$ cat src/design/l53rt_pkg.sv
// Shared types for the 5/3 lifting row transform.
`default_nettype none

package l53rt_pkg;

  typedef enum logic {
    DIR_FWD = 1'b0,
    DIR_INV = 1'b1
  } dir_t;

  typedef struct packed {
    logic holding;
    logic row_start;
  } flags_t;

  typedef struct packed {
    logic [1:0] n_res;
    logic       r0_last;
    logic       load_held;
    logic       load_prior;
  } lift_ctl_t;

endpackage

`default_nettype wire

$ cat src/design/l53rt_core.sv
// Combinational lifting datapath: results and next state for one sample pair.
`default_nettype none

module l53rt_core
  import l53rt_pkg::*;
#(
  parameter int SAMPLE_BITS = 16
) (
  input  dir_t                    dir,
  input  logic [SAMPLE_BITS-1:0]  a,
  input  logic [SAMPLE_BITS-1:0]  b,
  input  logic                    row_end,
  input  logic [SAMPLE_BITS-1:0]  held_first,
  input  logic [SAMPLE_BITS-1:0]  held_second,
  input  logic [SAMPLE_BITS-1:0]  prior_odd,
  input  flags_t                  flags,
  output logic [SAMPLE_BITS-1:0]  r0_first,
  output logic [SAMPLE_BITS-1:0]  r0_second,
  output logic [SAMPLE_BITS-1:0]  r1_first,
  output logic [SAMPLE_BITS-1:0]  r1_second,
  output logic [SAMPLE_BITS-1:0]  held_first_nxt,
  output logic [SAMPLE_BITS-1:0]  prior_odd_nxt,
  output flags_t                  flags_nxt,
  output lift_ctl_t               ctl
);

  localparam int W = SAMPLE_BITS;
  localparam int E = SAMPLE_BITS + 2;

  logic signed [E-1:0] ae, be, hoe, poe, pre;
  logic signed [E-1:0] f_sum_pb, f_h_full, f_lo_full, f_l_full, he;
  logic signed [E-1:0] i_odd1_full, i_even1_full, i_odd2_full, i_even2_full;
  logic signed [E-1:0] o1e, o2e;
  logic [W-1:0] f_h, f_lo, f_l, i_odd1, i_even1, i_odd2, i_even2;

  assign ae  = E'(signed'(a));
  assign be  = E'(signed'(b));
  assign hoe = E'(signed'(held_first));
  assign poe = E'(signed'(held_second));
  assign pre = E'(signed'(prior_odd));

  // forward
  assign f_sum_pb  = poe + be;
  assign f_h_full  = flags.holding ? (ae - (f_sum_pb >>> 1)) : (ae - be);
  assign f_h       = f_h_full[W-1:0];
  assign he        = E'(signed'(f_h));
  assign f_lo_full = poe + ((hoe + he + E'(2)) >>> 2);
  assign f_lo      = f_lo_full[W-1:0];
  assign f_l_full  = be + ((he + E'(1)) >>> 3);
  assign f_l       = f_l_full[W-1:0];

  // inverse
  assign i_odd1_full  = poe - ((hoe + ae + E'(2)) >>> 2);
  assign i_odd1       = i_odd1_full[W-1:0];
  assign o1e          = E'(signed'(i_odd1));
  assign i_even1_full = flags.row_start ? (hoe + o1e) : (hoe + ((pre + o1e) >>> 1));
  assign i_even1      = i_even1_full[W-1:0];
  assign i_odd2_full  = be - ((ae + E'(1)) >>> 3);
  assign i_odd2       = i_odd2_full[W-1:0];
  assign o2e          = E'(signed'(i_odd2));
  assign i_even2_full = flags.holding ? (ae + ((o1e + o2e) >>> 1)) : (ae + o2e);
  assign i_even2      = i_even2_full[W-1:0];

  logic [W-1:0] p0_first, p0_second, pe_first, pe_second;

  always_comb begin
    if (dir == DIR_FWD) begin
      p0_first  = held_first;
      p0_second = f_lo;
      pe_first  = f_h;
      pe_second = f_l;
      held_first_nxt = f_h;
      prior_odd_nxt  = prior_odd;
    end else begin
      p0_first  = i_even1;
      p0_second = i_odd1;
      pe_first  = i_even2;
      pe_second = i_odd2;
      held_first_nxt = a;
      prior_odd_nxt  = row_end ? i_odd2 : i_odd1;
    end
  end

  assign r0_first  = flags.holding ? p0_first : pe_first;
  assign r0_second = flags.holding ? p0_second : pe_second;
  assign r1_first  = pe_first;
  assign r1_second = pe_second;

  assign flags_nxt.holding   = !row_end;
  assign flags_nxt.row_start = row_end ? 1'b1 : !flags.holding;

  assign ctl.n_res      = 2'(flags.holding) + 2'(row_end);
  assign ctl.r0_last    = !flags.holding;
  assign ctl.load_held  = !row_end;
  assign ctl.load_prior = (dir == DIR_INV) && (flags.holding || row_end);

endmodule

`default_nettype wire

$ cat src/design/lifting_53_row_transform_unit.sv
// Top level of the 5/3 integer lifting row transform with its result queue.
//
// Usage: configure direction through cfg_wr_en/cfg_wr_data (0 forward,
// 1 inverse) between rows. Sample pairs enter on the in_ valid/ready
// channel, one transaction per cycle while in_ready is high; in_row_end
// marks the last pair of a row. Results leave on the out_ valid/ready
// channel with out_last_out on the row's final pair. A pair is held until
// the next pair arrives, so the first pair of a row yields nothing and the
// row-end pair yields two results. A result is written into the result
// queue by the transaction that causes it. Sustained rate is one pair per
// cycle while the receiver keeps up; the row-end pair's two results leave
// one after the other through a four-entry result queue, and in_ready drops
// whenever the queue has fewer than two free entries, so a stalled receiver
// back-pressures the input after at most four further pairs. Reset (rst_n low,
// synchronous) empties the queue, selects forward and clears all held state.
`default_nettype none

module lifting_53_row_transform_unit
  import l53rt_pkg::*;
#(
  parameter int SAMPLE_BITS = 16
) (
  input  logic                   clk,
  input  logic                   rst_n,
  input  logic                   cfg_wr_en,
  input  logic                   cfg_wr_data,
  input  logic                   in_valid,
  output logic                   in_ready,
  input  logic [SAMPLE_BITS-1:0] in_first_in,
  input  logic [SAMPLE_BITS-1:0] in_second_in,
  input  logic                   in_row_end,
  output logic                   out_valid,
  input  logic                   out_ready,
  output logic [SAMPLE_BITS-1:0] out_first_out,
  output logic [SAMPLE_BITS-1:0] out_second_out,
  output logic                   out_last_out
);

  localparam int W = SAMPLE_BITS;
  localparam int DEPTH = 4;
  localparam int AW = $clog2(DEPTH);

  dir_t         dir_r;
  logic [W-1:0] held_first_r, held_second_r, prior_odd_r;
  flags_t       flags_r;

  logic [W-1:0] r0_first, r0_second, r1_first, r1_second;
  logic [W-1:0] held_first_nxt, prior_odd_nxt;
  flags_t       flags_nxt;
  lift_ctl_t    ctl;

  l53rt_core #(.SAMPLE_BITS(SAMPLE_BITS)) u_core (
    .dir            (dir_r),
    .a              (in_first_in),
    .b              (in_second_in),
    .row_end        (in_row_end),
    .held_first     (held_first_r),
    .held_second    (held_second_r),
    .prior_odd      (prior_odd_r),
    .flags          (flags_r),
    .r0_first       (r0_first),
    .r0_second      (r0_second),
    .r1_first       (r1_first),
    .r1_second      (r1_second),
    .held_first_nxt (held_first_nxt),
    .prior_odd_nxt  (prior_odd_nxt),
    .flags_nxt      (flags_nxt),
    .ctl            (ctl)
  );

  logic in_xfer, out_xfer;

  always_ff @(posedge clk) begin
    if (!rst_n) begin
      dir_r         <= DIR_FWD;
      held_first_r  <= '0;
      held_second_r <= '0;
      prior_odd_r   <= '0;
      flags_r       <= '{holding: 1'b0, row_start: 1'b1};
    end else begin
      if (cfg_wr_en) begin
        dir_r <= dir_t'(cfg_wr_data);
      end
      if (in_xfer) begin
        flags_r <= flags_nxt;
        if (ctl.load_held) begin
          held_first_r  <= held_first_nxt;
          held_second_r <= in_second_in;
        end
        if (ctl.load_prior) begin
          prior_odd_r <= prior_odd_nxt;
        end
      end
    end
  end

  // result queue
  logic [W-1:0]  q_first_r  [DEPTH];
  logic [W-1:0]  q_second_r [DEPTH];
  logic          q_last_r   [DEPTH];
  logic [AW-1:0] wp_r, rp_r, wp1;
  logic [AW:0]   count_r, count_nxt;
  logic [1:0]    n_wr;

  assign in_ready  = count_r <= (AW+1)'(DEPTH - 2);
  assign in_xfer   = in_valid && in_ready;
  assign out_valid = count_r != '0;
  assign out_xfer  = out_valid && out_ready;
  assign n_wr      = in_xfer ? ctl.n_res : 2'd0;
  assign wp1       = wp_r + AW'(1);
  assign count_nxt = count_r + (AW+1)'(n_wr) - (AW+1)'(out_xfer);

  always_ff @(posedge clk) begin
    if (!rst_n) begin
      wp_r    <= '0;
      rp_r    <= '0;
      count_r <= '0;
    end else begin
      wp_r    <= wp_r + AW'(n_wr);
      rp_r    <= rp_r + AW'(out_xfer);
      count_r <= count_nxt;
    end
  end

  always_ff @(posedge clk) begin
    if (n_wr != 2'd0) begin
      q_first_r[wp_r]  <= r0_first;
      q_second_r[wp_r] <= r0_second;
      q_last_r[wp_r]   <= ctl.r0_last;
    end
    if (n_wr == 2'd2) begin
      q_first_r[wp1]  <= r1_first;
      q_second_r[wp1] <= r1_second;
      q_last_r[wp1]   <= 1'b1;
    end
  end

  assign out_first_out  = q_first_r[rp_r];
  assign out_second_out = q_second_r[rp_r];
  assign out_last_out   = q_last_r[rp_r];

endmodule

`default_nettype wire
$ cat config.mk
export PLATFORM = sky130hd
export DESIGN_NAME = lifting_53_row_transform_unit
export DESIGN_NICKNAME = d
export VERILOG_FILES = /design/src/design/l53rt_pkg.sv /design/src/design/l53rt_core.sv /design/src/design/lifting_53_row_transform_unit.sv
export SDC_FILE = /design/constraint.sdc
export NUM_CORES = 1
export LEC_CHECK = 0
export BUFFER_PORTS_ARGS = -buffer_cell sky130_fd_sc_hd__buf_2
export CORE_ASPECT_RATIO = 1.75
export CORE_MARGIN = 3
export CORE_UTILIZATION = 65
export CTS_BUF_LIST = sky130_fd_sc_hd__clkbuf_4 sky130_fd_sc_hd__clkbuf_8
export CTS_CLUSTER_DIAMETER = 200
export DETAILED_ROUTE_END_ITERATION = 12
export PLACE_DENSITY_LB_ADDON = 0.08
export SLEW_MARGIN = 20
export SYNTH_ARGS = -nofsm -noshare
export SYNTH_HDL_FRONTEND = slang
export SYNTH_SLANG_ARGS = --single-unit
$ cat constraint.sdc
create_clock -name clk -period 9 [get_ports clk]
set_input_delay 0.9 -clock clk [delete_from_list [all_inputs] [get_ports clk]]
set_output_delay 0.9 -clock clk [all_outputs]
set_load 0.01 [all_outputs]
==> results.toml, run 1 <==
[routing]
drt_wl_total_um = 54500
wire_per_inst_um = 21.2
first_iter_violations = 1396
dr.pass1.iters = 6
post-route-drc-count = 0
antenna_left = 0
post_drt_via_cell_ratio = 6.56
vias = 16800

[synth]
ys_seq_area_share_pct = 27.3
synthSimpleGateAreaFrac_pct = 15.3
synth_top_family_by_area = "compound AO/OA/AOI/OAI gates"
synthArstFlopShare_pct = 0
yosysUniqueCellTypes = 83
syn_avg_cell_area_um2 = 8.75
synth_mux_area_share_pct = 8.47
synth_warnings = 0
synth_compound_area_share_pct = 21.9
synth_xor_area_share_pct = 7.65
postSynthNetCount = 2406
postSynthCellCount = 2132
synth-main-ff-cell = "edfxtp_1"
synth_seq_cells = 190
netlist_area_mm2 = 0.0187
synth_edf_count = 128
yosys.area_share.adder_pct = 16.3

[die]
die_width_um = 134
ios = 74
rows = 81
dieArea_mm2 = 0.0309
die_y_um = 230
floorplan.initialDensity_pct = 66.5
core_area_mm2 = 0.0281

[clock_network]
cts_resized = 0
cts.sinks = 190
ctsHoldBuffers = 0
cts.reportedPaths.clkPinSlew_ns = 0.11
cts_tree = "built"
post_cts_buffers = 0
htree_levels = 4
cts_buffers = 17
cts_max_path_buffers = 2
cts-root-buf = "clkbuf_8"
clk_latency_ns = 0.52

[grt]
grt_pass1_vias = 17200
grt-ovfl-total = 0
grt_pass1_wl_um = 85900
grtUsageTotal_pct = 35.3
antenna_found_initial = 0
grt_max_degree = 81

[finish]
area_delta_synth_final_pct = 6.61
fin_util_pct = 70.9
instances_no_fill = 2566
final_common_cell = "ha_1"
fin_nets = 2454
mostFrequentLayoutCells = "ha_1, nand2_1, nor2_1"
design_area_mm2 = 0.0199
drive_gt1_share_pct = 9.71
antenna_cells = 0

[min_path]
whs_path_depth = 2
hold_class = "reg2reg"
min_from = "prior_odd_r[8]$_SDFFE_PN0P_"

[sta]
fin_ws_ns = 0.648
tns_ns = 0
timing.final.crit_share_pct = 92.8
relSlewSlack_pct = 23.6
setup_viol = 0
period_minus_slack_ns = 8.35
hold-worst-slack_ns = 0.514
rsz0062_at_grt = "no"
fmax_ghz = 0.120
final_max_slew_viol_count = 0
tightest_slew_ns = 1.13
hold_viol = 0
skew_ns = 0.0251

[setup_path]
worstReg2RegStart = "held_first_r[1]$_SDFFE_PN0P_"
crit_path_max_incr_delay_ns = 0.54
path_max_fanout = 7
cp_data_arrival_time_ns = 8.71
crit_type = "in2reg"
ff2ff_path_depth = 36
cp-startpoint = "in_first_in[1]"
crit_slowest_cell = "a2111oi_0"
crit_path_end_kind = "register"
startpoint_type = "primary input"
worstPathRequired_ns = 9.36

[power_and_ir_drop]
leakage_nw = 8.73
clkPwrFrac_pct = 10.1
ir_worst_vdd_mv = 0.230
total_power_mw = 5.96
switching_share_pct = 48.2
p_int_mw = 3.08
p_seq_share_pct = 21.2
powerDensity_mw_per_mm2 = 299
power_switching_mw = 2.87
comb_power_share_pct = 68.8

[place]
dpl_worst_slack_ns = 0.164
placed_area_mm2 = 0.0195
dp_cells = 2534
gp_congestion = 0.996
port_buffers = 73
hpwl_um = 41900

[flow_run]
maxCapViolCount = 0

[status]
status = "complete, no violations"
-- worst paths after layout --
check	end	slack (ns)
min reg2reg	prior_odd_r[8]$_SDFFE_PN0P_	0.51
max reg2reg	q_first_r[1][15]$_DFFE_PP_	0.76
max	q_first_r[1][15]$_DFFE_PP_	0.65
min	prior_odd_r[8]$_SDFFE_PN0P_	0.51
-- state kept, by name, indices dropped and copies added (netlist names) --
name and cells:
q_last_r 4, flags_r 2, wp_r 2, rp_r 2
prior_odd_r 16, q_first_r 64, held_first_r 16, dir_r 1
held_second_r 16, q_second_r 64, count_r 3
-- worst max-delay path, delay by kind of cell --
kind | cells | cell delay, ns
AO/OA/AOI/OAI | 14 | 2.95
XOR/XNOR | 3 | 0.69
adder cells (fa/ha/maj) | 5 | 1.39
buffers and inverters | 4 | 0.56
AND/OR/NAND/NOR | 11 | 2.22
-- cells in the mapped netlist, types with 7 or more instances --
cell,n,area (um^2)
a211oi_1,43,323
a21boi_0,11,82.6
a21o_1,45,338
a21oi_1,190,951
a22oi_1,13,97.6
a31oi_1,17,106
and2_1,18,113
and3_1,20,125
buf_1,10,37.5
clkbuf_1,66,248
dfxtp_1,62,1240
edfxtp_1,128,3840
fa_1,13,260
ha_1,222,2780
inv_1,80,300
mux2i_1,78,781
mux4_2,33,743
nand2_1,220,826
nand2b_1,20,125
nand3_1,36,180
nor2_1,195,732
nor2b_1,16,100
nor3_1,50,250
o211ai_1,10,75.1
o21a_1,31,233
o21ai_0,171,856
o21bai_1,22,165
o31a_1,7,61.3
o31ai_1,10,75.1
or2_2,8,50.1
or3_1,16,100
xnor2_1,97,850
xor2_1,61,534
-- kinds of logic (layout without fill, tap and decap cells) --
kind of cell / count (synthesis) / after routing
compound gates: 642 / 642
xor+xnor: 160 / 160
fa+ha+maj: 235 / 235
buf+inv: 157 / 218
flops: 190 / 190
mux: 116 / 116
simple gates: 632 / 632
-- area by class of cell --
| type | instances | area, um^2 |
|---|---|---|
| fill | 2252 | 8180 |
| multi-input combinational | 1785 | 13000 |
| clock inverter | 15 | 165 |
| tap | 373 | 467 |
| timing repair buffer | 106 | 613 |
| sequential | 190 | 5090 |
| inverter | 80 | 300 |
| clock buffer | 17 | 234 |
-- power groups by stage --
stage / clock network (mW) / logic (mW) / registers, mW
after floorplan: 0 / 3.01 / 1.24
after global placement: 0 / 3.88 / 1.27
after detailed placement: 0 / 4.01 / 1.28
after CTS: 0.605 / 4.04 / 1.26
after global routing: 0.635 / 4.52 / 1.27
final: 0.600 / 4.09 / 1.26
-- per-layer routing --
layer	up-vias	routed length (um)	track usage, %	share of wire (%)
li1	7964	-	-	-
met1	8068	20000	38.6	37
met2	600	28600	65.5	53
met3	195	2820	4.07	5.2
met4	0	2980	19.7	5.5
met5	-	0	0	0
Note: power is estimated with default switching activity, not from simulation.
==> inputs of run 2 (changes only) <==
--- a/config.mk
+++ b/config.mk
@@ -5,7 +5,7 @@
 export SDC_FILE = /design/constraint.sdc
 export NUM_CORES = 1
 export LEC_CHECK = 0
-export BUFFER_PORTS_ARGS = -buffer_cell sky130_fd_sc_hd__buf_2
+export BUFFER_PORTS_ARGS = -buffer_cell sky130_fd_sc_hd__buf_4
 export CORE_ASPECT_RATIO = 1.75
 export CORE_MARGIN = 3
 export CORE_UTILIZATION = 65
==> run 2 against run 1 <==
Combinational power rose by 2%. Clock skew rose by 0.0025 ns. Sequential power barely moved. Total power rose by 1.2%. Global-route usage rose by 0.75 points. Critical path depth did not move. Die area did not move. Final area rose by 0.97%. Final cell count rose by 0.12%. Via count rose by 0.66%.
==> results.toml, run 2 (synthesized netlist as in run 1, its figures left out) <==
[sta]
fmax_ghz = 0.121
rsz0062_at_grt = "no"
skew_ns = 0.0276
period_minus_slack_ns = 8.29
final_max_slew_viol_count = 0
relSlewSlack_pct = 13.0
hold_viol = 0
hold-worst-slack_ns = 0.513
timing.final.crit_share_pct = 92.1
tightest_slew_ns = 1.29
setup_viol = 0
fin_ws_ns = 0.713
tns_ns = 0

[routing]
vias = 16900
dr.pass1.iters = 6
wire_per_inst_um = 21.7
first_iter_violations = 1421
drt_wl_total_um = 55700
post-route-drc-count = 0
post_drt_via_cell_ratio = 6.59
antenna_left = 0

[setup_path]
worstPathRequired_ns = 9.36
crit_slowest_cell = "a2111oi_0"
path_max_fanout = 7
crit_type = "in2reg"
cp-startpoint = "in_first_in[1]"
startpoint_type = "primary input"
cp_data_arrival_time_ns = 8.64
crit_path_max_incr_delay_ns = 0.57
crit_path_end_kind = "register"
worstReg2RegStart = "held_first_r[2]$_SDFFE_PN0P_"

[grt]
grt-ovfl-total = 0
grt_pass1_wl_um = 87700
grt_max_degree = 76
grt_pass1_vias = 17400
antenna_found_initial = 0
grtUsageTotal_pct = 36.1

[clock_network]
cts_max_path_buffers = 2
clk_latency_ns = 0.51
cts_buffers = 17
cts.reportedPaths.clkPinSlew_ns = 0.11
cts_tree = "built"
cts.sinks = 190
ctsHoldBuffers = 0
htree_levels = 4
cts-root-buf = "clkbuf_8"
cts_resized = 0
post_cts_buffers = 0

[finish]
top_regs = "q_first_r x64, q_second_r x64"
final_common_cell = "ha_1"
antenna_cells = 0
drive_gt1_share_pct = 9.79
area_delta_synth_final_pct = 7.65
fin_nets = 2457
mostFrequentLayoutCells = "ha_1, nand2_1, nor2_1"
instances_no_fill = 2569

[flow_run]
maxCapViolCount = 0

[status]
status = "complete, no violations"

[power_and_ir_drop]
ir_worst_vdd_mv = 0.225
leakage_nw = 8.81
powerDensity_mw_per_mm2 = 300

[die]
die_width_um = 134
ios = 74
core_area_mm2 = 0.0281
floorplan.initialDensity_pct = 66.5
die_y_um = 230
rows = 81
dieArea_mm2 = 0.0309

[place]
hpwl_um = 42900
port_buffers = 73
gp_congestion = 0.973
dpl_worst_slack_ns = 0.374
dp_cells = 2537

[min_path]
hold_class = "reg2reg"
min_from = "prior_odd_r[9]$_SDFFE_PN0P_"
run 2: cell types whose count changed in the layout (fill, tap and decap cells not counted):
cell	previous run	this run
inv_8	5	7
clkinv_8	1	2
inv_6	4	3
nor3b_1	4	5
buf_4	33	109
bufinv_16	1	0
buf_2	73	0
clkinvlp_4	2	1
nor3b_2	1	0
run 2: stage by stage:
stage                     cell area, um^2  utilization [%]  total power, mW
after detailed placement            19700             70.1             5.37
after floorplan                     18700                -             4.25
after global routing                20100             71.5             6.50
after CTS                           20100             71.5             5.97
after global placement              19700             70.1             5.23
final                               20100             71.5             6.03
run 2: worst max-delay path, delay by kind of cell:
kind	cells	cell delay, ns
adder cells (fa/ha/maj)	5	1.40
XOR/XNOR	3	0.68
AO/OA/AOI/OAI	14	2.85
AND/OR/NAND/NOR	11	2.29
buffers and inverters	4	0.51
run 2: routing by layer:
| layer | up-vias | part of all wire (%) | GRT usage (%) |
|---|---|---|---|
| li1 | 7968 | - | - |
| met1 | 8049 | 37 | 41.2 |
| met2 | 696 | 52 | 65.1 |
| met3 | 225 | 5.8 | 4.31 |
| met4 | 0 | 5.7 | 19.5 |
| met5 | - | 0 | 0 |
run 2: layout make-up:
| type | count | area (um^2) |
|---|---|---|
| multi-input combinational | 1785 | 13000 |
| timing repair buffer | 109 | 818 |
| inverter | 80 | 300 |
| clock buffer | 17 | 234 |
| clock inverter | 15 | 158 |
| fill | 2286 | 7990 |
| sequential | 190 | 5090 |
| tap | 373 | 467 |
run 2: final timing paths:
| kind | slack (ns) | endpoint | cells past startpoint |
|---|---|---|---|
| max | 0.71 | q_first_r[1][15]$_DFFE_PP_ | 37 |
| min | 0.51 | prior_odd_r[9]$_SDFFE_PN0P_ | 2 |
| max reg2reg | 0.75 | q_first_r[1][15]$_DFFE_PP_ | 34 |
| min reg2reg | 0.51 | prior_odd_r[9]$_SDFFE_PN0P_ | 2 |
run 2: power by group:
part,switching [mW],internal (mW)
Sequential,0.0808,1.18
Combinational,2.45,1.72
Clock,0.384,0.211
Total,2.92,3.11
